===== src/rtl/core/ngsd_pkg.sv =====
// Package: constants, widths and control types for the next-greater-digit-permutation core.
`timescale 1ns / 1ps
package ngsd_pkg;

  localparam int MAX_DIGITS = 10;
  localparam int CNT_W      = $clog2(MAX_DIGITS + 1);
  localparam int IDX_W      = (MAX_DIGITS > 1) ? $clog2(MAX_DIGITS) : 1;
  localparam int ACC_W      = 4 * MAX_DIGITS;
  localparam int VAL_W      = 31;
  localparam int ANS_W      = 32;

  localparam logic [ANS_W-1:0] INT_MAX     = 32'h7FFF_FFFF;
  localparam logic [ANS_W-1:0] ANSWER_NONE = 32'hFFFF_FFFF;
  // floor(x / 10) == (x * RECIP10) >> 35 for any x below 2**32
  localparam logic [31:0]      RECIP10     = 32'hCCCC_CCCD;
  localparam int               RECIP_SHIFT = 35;

  typedef logic [3:0] digit_t;

  typedef struct packed {
    logic load;
    logic split_step;
    logic find_pivot;
    logic do_swap;
    logic rev_step;
    logic asm_init;
    logic asm_step;
    logic set_none;
    logic out_load;
  } cmd_t;

  typedef struct packed {
    logic val_zero;
    logic cnt_full;
    logic found;
    logic rev_done;
    logic asm_done;
    logic out_valid;
  } status_t;

endpackage


===== src/rtl/core/ngsd_ctrl.sv =====
// Controller: sequences the datapath through split, pivot, swap, reverse and reassembly.
`timescale 1ns / 1ps
module ngsd_ctrl
  import ngsd_pkg::*;
(
  input  logic    clk,
  input  logic    rst_n,
  input  logic    in_tvalid,
  output logic    in_tready,
  input  logic    out_tready,
  input  status_t status,
  output cmd_t    cmd
);

  localparam logic [2:0] S_IDLE  = 3'd0;
  localparam logic [2:0] S_SPLIT = 3'd1;
  localparam logic [2:0] S_PIVOT = 3'd2;
  localparam logic [2:0] S_SWAP  = 3'd3;
  localparam logic [2:0] S_REV   = 3'd4;
  localparam logic [2:0] S_ASM   = 3'd5;
  localparam logic [2:0] S_FIN   = 3'd6;

  logic [2:0] state_r;
  logic [2:0] state_nxt;

  assign in_tready = (state_r == S_IDLE);

  always_comb begin
    state_nxt = state_r;
    cmd       = '0;
    unique case (state_r)
      S_IDLE: begin
        if (in_tvalid) begin
          cmd.load  = 1'b1;
          state_nxt = S_SPLIT;
        end
      end
      S_SPLIT: begin
        if (status.val_zero) begin
          state_nxt = S_PIVOT;
        end else if (status.cnt_full) begin
          cmd.set_none = 1'b1;
          state_nxt    = S_FIN;
        end else begin
          cmd.split_step = 1'b1;
        end
      end
      S_PIVOT: begin
        cmd.find_pivot = 1'b1;
        state_nxt      = S_SWAP;
      end
      S_SWAP: begin
        if (!status.found) begin
          cmd.set_none = 1'b1;
          state_nxt    = S_FIN;
        end else begin
          cmd.do_swap = 1'b1;
          state_nxt   = S_REV;
        end
      end
      S_REV: begin
        if (status.rev_done) begin
          cmd.asm_init = 1'b1;
          state_nxt    = S_ASM;
        end else begin
          cmd.rev_step = 1'b1;
        end
      end
      S_ASM: begin
        if (status.asm_done) begin
          state_nxt = S_FIN;
        end else begin
          cmd.asm_step = 1'b1;
        end
      end
      S_FIN: begin
        if (!status.out_valid || out_tready) begin
          cmd.out_load = 1'b1;
          state_nxt    = S_IDLE;
        end
      end
      default: begin
        state_nxt = S_IDLE;
      end
    endcase
  end

  always_ff @(posedge clk) begin
    if (!rst_n) begin
      state_r <= S_IDLE;
    end else begin
      state_r <= state_nxt;
    end
  end

endmodule


===== config.mk =====
export PLATFORM = sky130hd
export DESIGN_NAME = ngsd_ctrl
export DESIGN_NICKNAME = d
export VERILOG_FILES = /design/src/rtl/core/ngsd_pkg.sv /design/src/rtl/core/ngsd_ctrl.sv
export SDC_FILE = /design/constraint.sdc
export NUM_CORES = 1
export LEC_CHECK = 0
export ABC_AREA = 1
export BUFFER_PORTS_ARGS = -buffer_cell sky130_fd_sc_hd__buf_2
export CELL_PAD_IN_SITES_DETAIL_PLACEMENT = 2
export CELL_PAD_IN_SITES_GLOBAL_PLACEMENT = 2
export CORE_MARGIN = 8
export CORE_UTILIZATION = 19
export DETAILED_ROUTE_END_ITERATION = 8
export PLACE_DENSITY_LB_ADDON = 0.1
export SLEW_MARGIN = 15
export SYNTH_ARGS = -nofsm -noshare
export SYNTH_HDL_FRONTEND = slang
export SYNTH_SLANG_ARGS = --single-unit

===== constraint.sdc =====
create_clock -name clk -period 2.9 [get_ports clk]
set_input_delay 0 -clock clk [delete_from_list [all_inputs] [get_ports clk]]
set_output_delay 0 -clock clk [all_outputs]
set_load 0.005 [all_outputs]

== Yosys cells after proc, flatten, opt, wreduce, memory -nomap -nowiden ==
Index checks and enable logic that the tools add are counted.

* Bits in registers: 3
* Input port bits: 10
* Output and inout bits: 10

* Eq/ne operators: 11
* Mux-type cells: 27
* Reduce and logical (&&, ||, !) cells: 4

{| class="wikitable"
|+ Operators with widths
! kind !! count
|-
| $pmux W3 S7 || 1
|-
| $mux W3 || 6
|-
| $mux W1 || 17
|-
| $eq A3 B3 Y1 const B || 3
|-
| $ne A2 B2 Y1 const B || 4
|-
| $eq A3 B2 Y1 const B || 2
|-
| $reduce_and A5 Y1 || 1
|-
| $mux W2 || 2
|-
| $eq A3 B1 Y1 const B || 1
|-
| $logic_not A3 Y1 || 1
|-
| $ne A3 B3 Y1 const B || 1
|-
| $pmux W1 S2 || 1
|-
| $logic_not A1 Y1 || 1
|-
| $logic_or A1 B1 Y1 || 1
|}

== Logic depth before layout (Yosys ltp) ==
Gate-level depths: netlist of run 1.

* Depth in word-level cells: 4
* Depth in mapped cells: 10
* Gate-level depth less buffers: 9

== Worst setup path before layout of run 1 ==
Ideal clock, no wire load.

* Kind: register to register
* From: reg state_r[0]
* To: reg state_r[0]
* Setup time: 110 ps
* Arrival: 990 ps
* Path slack: 1800 ps
* Stages on the path, launching flop included: 11
* Period minus slack after synthesis: 1100 ps
* Path through: dfxtp_1 > buf_6 > inv_4 > nor2_2 > nand2_2 > nor2_4 > nor2_4 > nand2_2 > nand2_1 > nand2_1 > nor2_1

* Longest elaborated chain between the ends: 3

{| class="wikitable"
|+ RTL lines
! what !! line !! RTL
|-
| from (decl) || ngsd_ctrl.sv:23 || <nowiki>logic [2:0] state_r;</nowiki>
|-
| from (signal assigned) || ngsd_ctrl.sv:92 || <nowiki>state_r <= state_nxt;</nowiki>
|-
| $eq A3 B1 Y1 (tied with other cells) || ngsd_ctrl.sv:31 || <nowiki>unique case (state_r)</nowiki>
|-
| $ne A3 B3 Y1 (no line) or $ne A2 B2 Y1 (tied branches) || -- ||
|-
| $reduce_and A5 Y1 (no line) || -- ||
|}

Several ways; a longest one is shown, not always the timed one.
A chain may end at the register's enable or synchronous reset.

==> qor.log, run 1 <==
qor: job.max-cap-violations 0
qor: route.drt_pre_antenna_iters 2
qor: finish.design.final.nets 93
qor: finish.finalCoreUtilization 28.1%
qor: clock_tree.longest_clk_path_bufs 2
qor: placed_design.hpwl_after_dpl 1010 um
qor: setup_path.reg2reg_to state_r[0]
qor: min_path.worst_hold_path.num_cells 3
qor: route.postRouteWirelength 1170 um
qor: route.ant_nets 0
qor: synthesis.syn-cell-area 338 sq um
qor: sta.final_hold_vios 0
qor: sta.final_worst_path_period_share 46.4%
qor: finish.insertedDiodeCount 0
qor: clock_tree.post_cts_resized 0
qor: synthesis.number_of_standard_cells_after_synthesis 60
qor: power_and_ir_drop.worst_ir_drop_vdd 0.245 mV
qor: sta.final-setup-viol-count 0
qor: die.placeableCoreArea 1710 sq um
qor: synthesis.synth-warning-count 0
qor: die.rows 15
qor: sta.rsz0062_at_grt no
qor: clock_tree.clkSinkCount 3
qor: route.via_count 427
qor: global_routing.globalRouteOverflowTotal 0
qor: finish.flip_flop_count_of_the_largest_register_after_layout 3
qor: finish.largest_register state_r
qor: route.wl_per_cell 10.9 um
qor: placed_design.port_buffers 19
qor: min_path.holdPathEnd state_r[0]
qor: setup_path.worst_ep_required_time 2.90 ns
qor: setup_path.worstPathMaxFanout 8
qor: setup_path.startpoint state_r[0]
qor: sta.drv_slew 0
qor: route.remaining_drc_errors 0
qor: status.run_status finished clean
qor: route.detailedRoute.firstIterationViolations 3
qor: setup_path.crit_arrival 1.34 ns
qor: sta.worst_slew_pin_slew 0.371 ns
qor: finish.layout_cells_sized_above_1 39.0%
qor: synthesis.syn_nets 70
qor: setup_path.timing.reg2reg.setup_slack 1.58 ns
qor: sta.timing.setup.tns 0 ns
qor: clock_tree.holdBufCountCts 0
qor: die.die_x 58.2 um
qor: finish.area_delta_synth_final 41.9%
qor: global_routing.wire_length_of_the_first_global_routing_pass 2050 um
qor: synthesis.synth_seq_cells 3
qor: clock_tree.clk_root_buffer_cell sky130_fd_sc_hd__clkbuf_4
qor: die.io_pins 20
qor: clock_tree.cts_buffers 3
qor: clock_tree.cts.clk_slew.worst_paths 0.04 ns
qor: global_routing.grt_usage 7.40%
qor: clock_tree.clock_insertion_delay_worst_skew 0.23 ns
qor: placed_design.gp_routability_congestion 0.705
qor: power_and_ir_drop.power_leakage 0.000289 uW
qor: power_and_ir_drop.power_per_cell_area 892 nW/um^2
qor: global_routing.antenna_found_initial 0
qor: sta.max_freq 744 MHz
qor: synthesis.count_of_different_cell_masters_after_synthesis 18
qor: min_path.worst_hold_path_startpoint rst_n
qor: setup_path.critical_path.startpoint_type register
qor: die.design.die.area 3380 sq um
qor: sta.worst_hold_slack 0.0199 ns
qor: clock_tree.post-cts-setup-buffer-count 0
qor: global_routing.grt_pass1_vias 488
qor: die.die_height 58.2 um
qor: clock_tree.cts-htree-levels 1
qor: setup_path.crit-reg2reg-launch state_r[0]
qor: finish.reg.largest.list state_r x3
qor: clock_tree.clock_tree_from_tritoncts built
qor: route.post_drt_via_cell_ratio 3.99
qor: sta.clock-skew-final 0.00223 ns
qor: setup_path.timing.reg2reg.worst_path_depth 9
qor: die.floorplan.initialDensity 19.8%
qor: setup_path.setup.worst_path.end_class primary output
qor: setup_path.crit_type register to primary output
qor: synthesis.avgSynthCellArea 5.63 sq um
qor: min_path.min-delay-path-class input pin to register
qor: synthesis.synth_sequential_area_ratio 17.8%
qor: sta.final.min_clock_period 1.34 ns
qor: global_routing.grt_max_degree 9
qor: sta.maxSlewHeadroom 75.3%
[layout by cell type (no fill, tap or decap)]
cell	n
sky130_fd_sc_hd__buf_2	19
sky130_fd_sc_hd__nor4_1	1
sky130_fd_sc_hd__nor2_4	2
sky130_fd_sc_hd__clkbuf_1	1
sky130_fd_sc_hd__nand2_2	3
sky130_fd_sc_hd__a21oi_2	1
sky130_fd_sc_hd__nor2_2	1
sky130_fd_sc_hd__nor3_1	2
sky130_fd_sc_hd__nand3_1	7
sky130_fd_sc_hd__o21ai_0	2
sky130_fd_sc_hd__nor2_1	8
sky130_fd_sc_hd__inv_2	2
sky130_fd_sc_hd__nand2_1	12
sky130_fd_sc_hd__inv_1	11
sky130_fd_sc_hd__dfxtp_1	3
sky130_fd_sc_hd__a21oi_1	1
sky130_fd_sc_hd__clkbuf_4	3
sky130_fd_sc_hd__nand3b_1	1
sky130_fd_sc_hd__inv_4	1
sky130_fd_sc_hd__o22ai_1	1
[power breakdown]
part	internal (uW)	switching, uW
registers	60.6	43.5
logic	98.6	152
clock network	51.5	21.1
total	211	217
[metal layers]
metal / part of all wire (%) / routed length, um / up-vias / track usage (%)
met5: 0 / 0 / - / 0
met4: 0 / 0 / 0 / 3.15
met3: 3.9 / 46 / 0 / 1.55
met2: 49 / 576 / 12 / 12.7
met1: 46 / 542 / 188 / 8.56
li1: - / - / 227 / -
[Yosys cell counts (all sizes together)]
cell / count / share of area (%)
nor2: 11 / 17
buf: 1 / 3.3
nand3: 7 / 10
nor4: 1 / 1.9
nor3: 2 / 3.0
inv: 14 / 16
dfxtp: 3 / 18
nand3b: 1 / 2.2
o21ai: 2 / 3.0
o22ai: 1 / 1.9
nand2: 15 / 19
a21oi: 2 / 4.1
[per-stage QoR]
step	area, sq um	instances	worst slack (ns)	power, uW
2_1_floorplan	338	60	1.80	287
3_3_place_gp	453	103	1.60	361
3_5_place_dp	453	103	1.58	363
4_1_cts	479	107	1.53	440
5_1_grt	479	107	1.41	484
6_report	479	107	1.56	428
[worst max path at each step]
stage                 end  slack, ns  cells after the start
6_report           cmd[1]       1.56                      5
2_1_floorplan  state_r[0]       1.80                     10
3_5_place_dp   state_r[0]       1.58                      9
5_1_grt            cmd[1]       1.41                      5
4_1_cts            cmd[1]       1.53                      5
3_3_place_gp   state_r[0]       1.60                      9
[logic make-up after synthesis]
logic type / after synthesis / share of synthesized area [%]
and+or+nand+nor: 37 / 53.7
AOI/OAI and AO/OA: 5 / 8.89
DFF: 3 / 17.8
buffers and inverters: 15 / 19.6
[cell type report]
type                            count  area, sq um
Clock buffer                        4         26.3
Multi-Input combinational cell     42          211
Tap cell                           25         31.3
Timing Repair Buffer               19         95.1
Fill cell                         231         1230
Sequential cell                     3         60.1
Inverter                           14         55.1
[worst max-delay path: stages, from the launching register on]
cell and delay, ns:
sky130_fd_sc_hd__dfxtp_1 0.53, sky130_fd_sc_hd__inv_4 0.06, sky130_fd_sc_hd__nor2_2 0.15, sky130_fd_sc_hd__nand3_1 0.12
sky130_fd_sc_hd__o22ai_1 0.11, sky130_fd_sc_hd__buf_2 0.13
Power figures use the tool's default switching activity.
==> run 2: changes to the inputs <==
--- a/config.mk
+++ b/config.mk
@@ -5,12 +5,12 @@
 export SDC_FILE = /design/constraint.sdc
 export NUM_CORES = 1
 export LEC_CHECK = 0
-export ABC_AREA = 1
+export ABC_AREA = 0
 export BUFFER_PORTS_ARGS = -buffer_cell sky130_fd_sc_hd__buf_2
 export CELL_PAD_IN_SITES_DETAIL_PLACEMENT = 2
 export CELL_PAD_IN_SITES_GLOBAL_PLACEMENT = 2
 export CORE_MARGIN = 8
-export CORE_UTILIZATION = 19
+export CORE_UTILIZATION = 18
 export DETAILED_ROUTE_END_ITERATION = 8
 export PLACE_DENSITY_LB_ADDON = 0.1
 export SLEW_MARGIN = 15
==> constraint.sdc (replaced) <==
create_clock -name clk -period 1.09 [get_ports clk]
set_input_delay 0 -clock clk [delete_from_list [all_inputs] [get_ports clk]]
set_output_delay 0 -clock clk [all_outputs]
set_load 0.005 [all_outputs]
==> qor.log, run 2 <==
qor: status.run_status finished, violations left
qor: status.failed_checks negative setup slack
qor: finish.insertedDiodeCount 0 [unchanged]
qor: global_routing.antenna_found_initial 0 [unchanged]
qor: die.design.die.area 3400 sq um [+0.64%]
qor: route.wl_per_cell 14.7 um [+35%]
qor: route.postRouteWirelength 1470 um [+26%]
qor: clock_tree.cts_buffers 3 [unchanged]
qor: sta.final.min_clock_period 1.16 ns
qor: setup_path.crit_arrival 1.16 ns [-0.18 ns]
qor: setup_path.critical_path.startpoint_type register
qor: finish.layout.area.seq 71.3 sq um [+19%]
qor: setup_path.crit-reg2reg-launch state_r[1]
qor: die.io_pins 20 [unchanged]
qor: synthesis.synth_common_cells 5 x sky130_fd_sc_hd__inv_1, 4 x sky130_fd_sc_hd__nor3_1, 3 x sky130_fd_sc_hd__a21oi_1, 3 x sky130_fd_sc_hd__dfxtp_1
qor: setup_path.timing.reg2reg.setup_slack -0.06 ns [-1.64 ns]
qor: global_routing.grt_usage 9.33% [+1.9 points]
qor: setup_path.crit_type register to primary output
qor: sta.final-setup-viol-count 10 [+10]
qor: power_and_ir_drop.sequentialPowerShare 20.4% [-3.9 points]
qor: synthesis.count_of_flip_flops_with_a_built_in_enable_after_synthesis 0 [unchanged]
qor: min_path.holdPathEnd state_r[0]
qor: finish.reg.largest.list state_r x3
qor: route.via_count 448 [+4.9%]
qor: synthesis.syn-cell-area 323 sq um [-4.4%]
qor: sta.maxSlewHeadroom 86.0% [+11 points]
qor: min_path.worst_hold_path_startpoint rst_n
qor: clock_tree.clock_tree_from_tritoncts built
qor: finish.most-common-layout-cells 17 x sky130_fd_sc_hd__buf_2, 9 x sky130_fd_sc_hd__buf_4, 7 x sky130_fd_sc_hd__buf_6
qor: clock_tree.longest_clk_path_bufs 2 [unchanged]
qor: power_and_ir_drop.power.clock.fraction 13.9% [-3.1 points]
qor: finish.multi_input_area 308 sq um [+46%]
qor: die.floorplan.initialDensity 18.9% [-0.88 points]
qor: power_and_ir_drop.p_int 835 uW [+300%]
qor: synthesis.syn_nets 51 [-27%]
qor: placed_design.port_buffers 19 [unchanged]
qor: sta.clock-skew-final 0.00142 ns [-0.000813 ns]
qor: synthesis.post-synth-top-area-cell sky130_fd_sc_hd__dfxtp_1
qor: die.die_height 58.4 um [+0.32%]
qor: min_path.worst_hold_path.num_cells 3 [unchanged]
qor: die.placeableCoreArea 1710 sq um [unchanged]
qor: route.met3RoutedLength 97 um [+110%]
qor: route.met2_routed_length 709 um [+23%]
qor: clock_tree.cts.clk_slew.worst_paths 0.04 ns [about the same]
qor: finish.largest_register state_r
qor: synthesis.synthDominantCellAreaShare 18.6% [+0.83 points]
qor: route.drt_pre_antenna_iters 3 [+1]
qor: power_and_ir_drop.power_frac_comb 65.8% [+7.1 points]
qor: route.ant_nets 0 [unchanged]
qor: sta.layout_setup_ws -0.0731 ns [-1.63 ns]
qor: global_routing.wire_length_of_the_first_global_routing_pass 2510 um [+23%]
qor: setup_path.reg2reg_to state_r[0]
qor: synthesis.synth_sequential_area_ratio 18.6% [+0.83 points]
qor: sta.final_worst_path_period_share 107%
qor: power_and_ir_drop.worst_ir_drop_vdd 0.728 mV [+200%]
qor: route.highest_layer met3
qor: setup_path.worstPathMaxFanout 8 [unchanged]
qor: min_path.min-delay-path-class input pin to register
qor: setup_path.worst_ep_required_time 1.09 ns [-1.81 ns]
qor: finish.fillerInstances 203 [-12%]
qor: sta.worst_slew_pin_slew 0.208 ns [-0.162 ns]
qor: clock_tree.cts-htree-levels 1 [unchanged]
qor: global_routing.globalRouteOverflowTotal 0 [unchanged]
qor: global_routing.grt_max_degree 9 [unchanged]
qor: finish.flip_flop_count_of_the_largest_register_after_layout 3 [unchanged]
qor: route.post_drt_via_cell_ratio 4.48 [+12%]
qor: route.wl_met1 664 um [+23%]
qor: synthesis.count_of_different_cell_masters_after_synthesis 26 [+8]
qor: synthesis.synth_seq_cells 3 [unchanged]
qor: placed_design.gp_routability_congestion 0.664 [-5.8%]
qor: setup_path.timing.reg2reg.worst_path_depth 3 [-6]
qor: synthesis.synth-warning-count 0 [unchanged]
qor: sta.timing.setup.tns -0.460 ns [-0.460 ns]
qor: die.die_x 58.4 um [+0.32%]
qor: synthesis.yosys_most_used_dff sky130_fd_sc_hd__dfxtp_1
qor: finish.finish.cell_count_without_fillers 100 [-6.5%]
qor: clock_tree.clk_root_buffer_cell sky130_fd_sc_hd__clkbuf_4
qor: setup_path.setup.worst_path.end_class primary output
qor: power_and_ir_drop.net-switching-power 604 uW [+180%]
qor: die.rows 15 [unchanged]
qor: finish.layout_commonest_cell sky130_fd_sc_hd__buf_2
qor: placed_design.hpwl_after_dpl 1020 um [+0.92%]
qor: job.max-cap-violations 0 [unchanged]
qor: sta.rsz0062_at_grt yes
qor: synthesis.number_of_standard_cells_after_synthesis 41 [-32%]
qor: power_and_ir_drop.power_leakage 0.000322 uW [+11%]
qor: finish.area_delta_synth_final 115%
qor: finish.layout_cells_sized_above_1 70.7% [+32 points]
qor: clock_tree.clkSinkCount 3 [unchanged]
qor: sta.max_freq 860 MHz
qor: sta.final_hold_vios 0 [unchanged]
qor: synthesis.synthTopCellsByArea sky130_fd_sc_hd__dfxtp_1 19%, sky130_fd_sc_hd__buf_6 7.0%, sky130_fd_sc_hd__mux2i_1 6.2%
qor: placed_design.placed_cells 91 [-12%]
qor: synthesis.synth-async-reset-ratio 0% [unchanged]
qor: synthesis.yosys.cell_count.top_type sky130_fd_sc_hd__inv_1
qor: route.detailedRoute.firstIterationViolations 1 [-2]
qor: power_and_ir_drop.sw_frac_of_total 42.0% [-8.7 points]
qor: synthesis.avgSynthCellArea 7.87 sq um [+40%]
qor: finish.design.final.nets 86 [-7.5%]
qor: route.remaining_drc_errors 0 [unchanged]
qor: clock_tree.clock_insertion_delay_worst_skew 0.23 ns [about the same]
qor: sta.drv_slew 0 [unchanged]
qor: global_routing.grt_pass1_vias 517 [+5.9%]
qor: power_and_ir_drop.power_per_cell_area 2070 nW/um^2 [+130%]
## run 2: area by class of cell
cell class / count / share of cell area, %
Sequential cell: 3 / 10.3
Clock buffer: 4 / 3.78
Timing Repair Buffer: 33 / 33.3
Multi-Input combinational cell: 30 / 44.3
Tap cell: 25 / 4.50
Inverter: 5 / 3.78
## run 2: how the worst max path moves through the flow
stage                          start    endpoint  slack [ns]
after floorplan           state_r[2]  state_r[1]        0.04
final                     state_r[1]      cmd[0]       -0.07
after CTS                 state_r[1]      cmd[0]       -0.09
after detailed placement  state_r[1]  state_r[0]       -0.06
after global routing      state_r[1]      cmd[1]       -0.14
after global placement    state_r[0]  state_r[0]       -0.04
## run 2: kinds of logic after synthesis
kind of cell           share of synthesized area [%]
and+or+nand+nor                                 36.8
AOI/OAI and AO/OA                               24.0
buffers and inverters                           14.3
DFF                                             18.6
muxes                                           6.20
## run 2: what timing repair did
action                     in CTS  in global routing
setup buffers                   4                  1
hold buffers                    0                  0
setup endpoints to repair      11                 13
pin swaps                       7                  4
resized for setup              30                  4
## run 2: power groups by stage
stage | registers, uW | logic [uW] | clock network (uW)
4_1_cts | 288 | 882 | 204
6_report | 293 | 946 | 200
3_5_place_dp | 237 | 600 | 0
3_3_place_gp | 234 | 605 | 0
2_1_floorplan | 177 | 387 | 0
5_1_grt | 299 | 1030 | 214
## run 2: critical path, cell delays in order, from the launching register on
cell and delay [ns]:
sky130_fd_sc_hd__dfxtp_4 0.42, sky130_fd_sc_hd__inv_4 0.06, sky130_fd_sc_hd__a2111oi_4 0.29, sky130_fd_sc_hd__buf_2 0.16
## run 2: routing by layer
metal | vias up | GRT usage (%)
met1 | 215 | 11.1
met3 | 0 | 2.83
met4 | 0 | 3.50
li1 | 219 | -
met5 | - | 0
met2 | 14 | 15.3
## run 2: metrics by stage
stage               total power [uW]  hold WS (ns)  util, %  instance area (sq um)  setup slack [ns]
global placement                 839         0.253     28.6                    489           -0.0360
global route                    1540        0.0629     40.7                    694            -0.136
detailed placement               838         0.263     28.6                    489           -0.0565
CTS                             1370        0.0310     39.1                    668           -0.0860
finish                          1440        0.0408     40.7                    694           -0.0731
floorplan                        563        0.0303        -                    323            0.0367
